File: src/tbp_pkg.sv
// shared types, register codes and a counter helper for the tournament predictor
package tbp_pkg;

  // configuration port
  localparam int CFG_INDEX_W = 2;
  localparam int CFG_DATA_W  = 4;

  typedef enum logic [CFG_INDEX_W-1:0] {
    REG_GLOBAL_HISTORY_BITS = 2'd0,
    REG_LOCAL_HISTORY_BITS  = 2'd1,
    REG_PC_INDEX_BITS       = 2'd2
  } cfg_reg_t;

  localparam logic [CFG_DATA_W-1:0] GLOBAL_HISTORY_BITS_RST = 4'd9;
  localparam logic [CFG_DATA_W-1:0] LOCAL_HISTORY_BITS_RST  = 4'd10;
  localparam logic [CFG_DATA_W-1:0] PC_INDEX_BITS_RST       = 4'd10;

  // 2-bit counter reset value: weakly not taken, weakly prefer global
  localparam logic [1:0] CTR_WEAK_LOW = 2'd1;

  typedef struct packed {
    logic [31:0] branch_pc;
    logic        taken;
  } in_t;

  typedef struct packed {
    logic predicted_taken;
    logic chose_local;
  } out_t;

  // saturating 2-bit counter step
  function automatic logic [1:0] ctr_bump(input logic [1:0] c, input logic up);
    logic [1:0] r;
    r = c;
    if (up) begin
      if (c != 2'd3) r = c + 2'd1;
    end else begin
      if (c != 2'd0) r = c - 2'd1;
    end
    return r;
  endfunction

endpackage

File: src/tbp_len_mask.sv
// clamps a history length register and expands it to a low-bit mask
module tbp_len_mask #(
  parameter int MAX = 13
) (
  input  logic [tbp_pkg::CFG_DATA_W-1:0] len,
  output logic [MAX-1:0]                 mask
);

  localparam logic [4:0] LIMIT = 5'(MAX);

  logic [4:0] len_ext;
  logic [4:0] len_eff;

  assign len_ext = 5'(len);

  always_comb begin
    // zero acts as one, anything above the limit as the limit
    if (len_ext == 5'd0) begin
      len_eff = 5'd1;
    end else if (len_ext > LIMIT) begin
      len_eff = LIMIT;
    end else begin
      len_eff = len_ext;
    end
  end

  always_comb begin
    for (int i = 0; i < MAX; i++) begin
      mask[i] = (5'(i) < len_eff);
    end
  end

endmodule

File: config.mk
export PLATFORM = sky130hd
export DESIGN_NAME = tbp_len_mask
export DESIGN_NICKNAME = d
export VERILOG_FILES = /design/src/tbp_pkg.sv /design/src/tbp_len_mask.sv
export SDC_FILE = /design/constraint.sdc
export NUM_CORES = 1
export LEC_CHECK = 0
export BUFFER_PORTS_ARGS = -buffer_cell sky130_fd_sc_hd__buf_4
export CAP_MARGIN = 20
export CORE_AREA = 4 4 41 43
export DETAILED_ROUTE_END_ITERATION = 16
export DIE_AREA = 0 0 45 47
export PLACE_DENSITY_LB_ADDON = 0.12
export SYNTH_ARGS = -nofsm -noshare
export SYNTH_HDL_FRONTEND = slang
export SYNTH_SLANG_ARGS = --single-unit
File: constraint.sdc
create_clock -name vclk -period 0.8
set_clock_uncertainty 0.2 [all_clocks]
set_input_delay 0.04 -clock vclk [all_inputs]
set_output_delay 0.04 -clock vclk [all_outputs]
set_load 0.01 [all_outputs]
==> results.json <==
{
  "grt-ovfl-total": 0,
  "design_area_um2": 394.1,
  "final_common_cell": "buf_6",
  "rsz0062_at_grt": "true",
  "via_per_inst": 3.904,
  "fmax_mhz": 1107,
  "drive_above_1_share_pct": 78.38,
  "wl_um": 555,
  "critPathLaunchType": "primary input",
  "finalWeightedCongestion": 0.6389,
  "die_h_um": 47,
  "final_cell_count_no_fill": 52,
  "yosys_warnings": 0,
  "violations": "setup timing",
  "arrival_ns": 0.66,
  "slew_viol_final": 0,
  "yosysTopAreaCellShare_pct": 12.12,
  "antenna_cells": 0,
  "cpMaxStageDelayCell": "or2_4",
  "start_util_pct": 9.519,
  "fin_nets": 43,
  "register_area_um2": 0,
  "crit_family": "simple AND/OR/NAND/NOR gates",
  "fin_crit_ns": 0.9034,
  "hold_viol": 0,
  "n_fill_cell": 142,
  "rows": 13,
  "synth_largest_area_cell": "o21a_1",
  "crit_type": "in2out",
  "status": "complete, but fails checks",
  "antenna_found_initial": 0,
  "dieArea_um2": 2115,
  "n_clock_buffer": 0,
  "syn_area_per_cell_um2": 6.882,
  "required_ns": 0.56,
  "dr_total_vias": 203,
  "synth_fp_nets": 22,
  "seq_cells": 0,
  "synthesis.area_um2": 123.9,
  "dr.pass1.iters": 1,
  "crit_path_max_incr_delay_ns": 0.24,
  "cp.buffers_inverters": 2,
  "dpl_cell_area_um2": 297.8,
  "grt_pass1_vias": 209,
  "dp_hpwl_um": 439.4,
  "fin_crit_sh_pct": 112.9,
  "cp-end-kind": "primary output",
  "grt_usage_pct": 5.035,
  "core-area_um2": 1301,
  "ant_nets": 0,
  "p_per_area_nw_per_um2": 582.0,
  "cellLeakagePower_uw": 0.0001812,
  "final_cell_mix": "buf_6 (12), buf_4 (8), o21a_1 (2), buf_12 (2)",
  "synth.area.top_cells": "o21a_1 (12%), buf_6 (9.1%), a21o_2 (7.1%), a31o_2 (7.1%), o31a_1 (7.1%)",
  "hp-class": "in2out",
  "final-setup-viol-count": 9,
  "fin_ws_ns": -0.1034,
  "postSynthCellCount": 18,
  "areaGrowthSynthToFinish_pct": 218.2,
  "ys_seq_area_share_pct": 0,
  "grt_pass1_wl_um": 869,
  "place_inst": 51,
  "drc": 0,
  "port_buffers": 16,
  "vdd_drop_max_uv": 244.2,
  "cap_viol_max_count": 0,
  "grt_max_degree": 8,
  "drtIter0Drc": 0,
  "synth_cell_types": 17,
  "cp_cell_sequence": "buf_8, or2_4, a21o_1, buf_6",
  "die_w_um": 45,
  "pin_count": 17,
  "wl_per_cell_um": 10.67,
  "crit_fanout": 6
}
## report_power, final
part	leakage, uW	switching (uW)	internal, uW
Combinational	0.000181	86.8	143
Clock	0	0	0
Sequential	0	0	0
Total	0.000181	86.8	143
## what timing repair did
item,in CTS,in global routing
buffers inserted,0,1
hold buffers,0,0
resized for setup,12,10
pin swaps,4,4
setup endpoints to repair,10,10
## through the flow
| stage | hold WS, ns | setup TNS, ns | total power (uW) | worst slack, ns | util (%) |
|---|---|---|---|---|---|
| after global routing | 0.1718 | -0.5642 | 243.6 | -0.1152 | 30.29 |
| after global placement | 0.2044 | -0.8350 | 173.0 | -0.1427 | 22.88 |
| after detailed placement | 0.2079 | -0.9396 | 176.2 | -0.1451 | 22.88 |
| final | 0.1613 | -0.4246 | 229.4 | -0.1034 | 30.29 |
| after CTS | 0.1674 | -0.4599 | 201.8 | -0.1019 | 26.35 |
| after floorplan | -0.01475 | -0.009342 | 78.26 | -0.009342 | - |
## path summary, 6_finish.rpt
kind              startpoint      end  slack [ns]  cells after the start
setup / recovery      len[3]  mask[2]       -0.10                      4
hold / removal        len[1]  mask[1]        0.16                      3
## cell type report
type               instances  area [um^2]  area share (%)
multi-input cells         14        125.1           31.75
well taps                 15        18.77           4.762
repair buffers            23        250.2           63.49
## tightest hold or removal path, delay by kind of cell
family	cells	cell delay (ns)
simple gates	1	0.11
buf+inv	2	0.17
## cells in the mapped netlist (all sizes together)
cell type  number
and2            1
a31o            1
or3             1
nand2b          1
o21a            2
or2             1
a21o            2
o21ai           1
o31a            1
conb            1
clkbuf          1
nor2b           1
a21oi           1
buf             3
## layer usage
metal  vias up  share of wire [%]  track usage [%]
met4         0                  0                0
met1        92                 34            4.719
li1        100                  -                -
met3         0                 14            1.533
met2        11                 53            11.02
met5         -                  0                0
## cells by family (layout without fill, tap and decap cells)
| group | count (synthesis) | after routing | synth area share, % |
|---|---|---|---|
| buf+inv | 4 | 23 | 22.22 |
| other cells | 1 | 1 | 3.027 |
| compound gates | 8 | 8 | 47.47 |
| simple gates | 5 | 5 | 27.29 |
No activity file was read; power rests on OpenSTA's default activity.
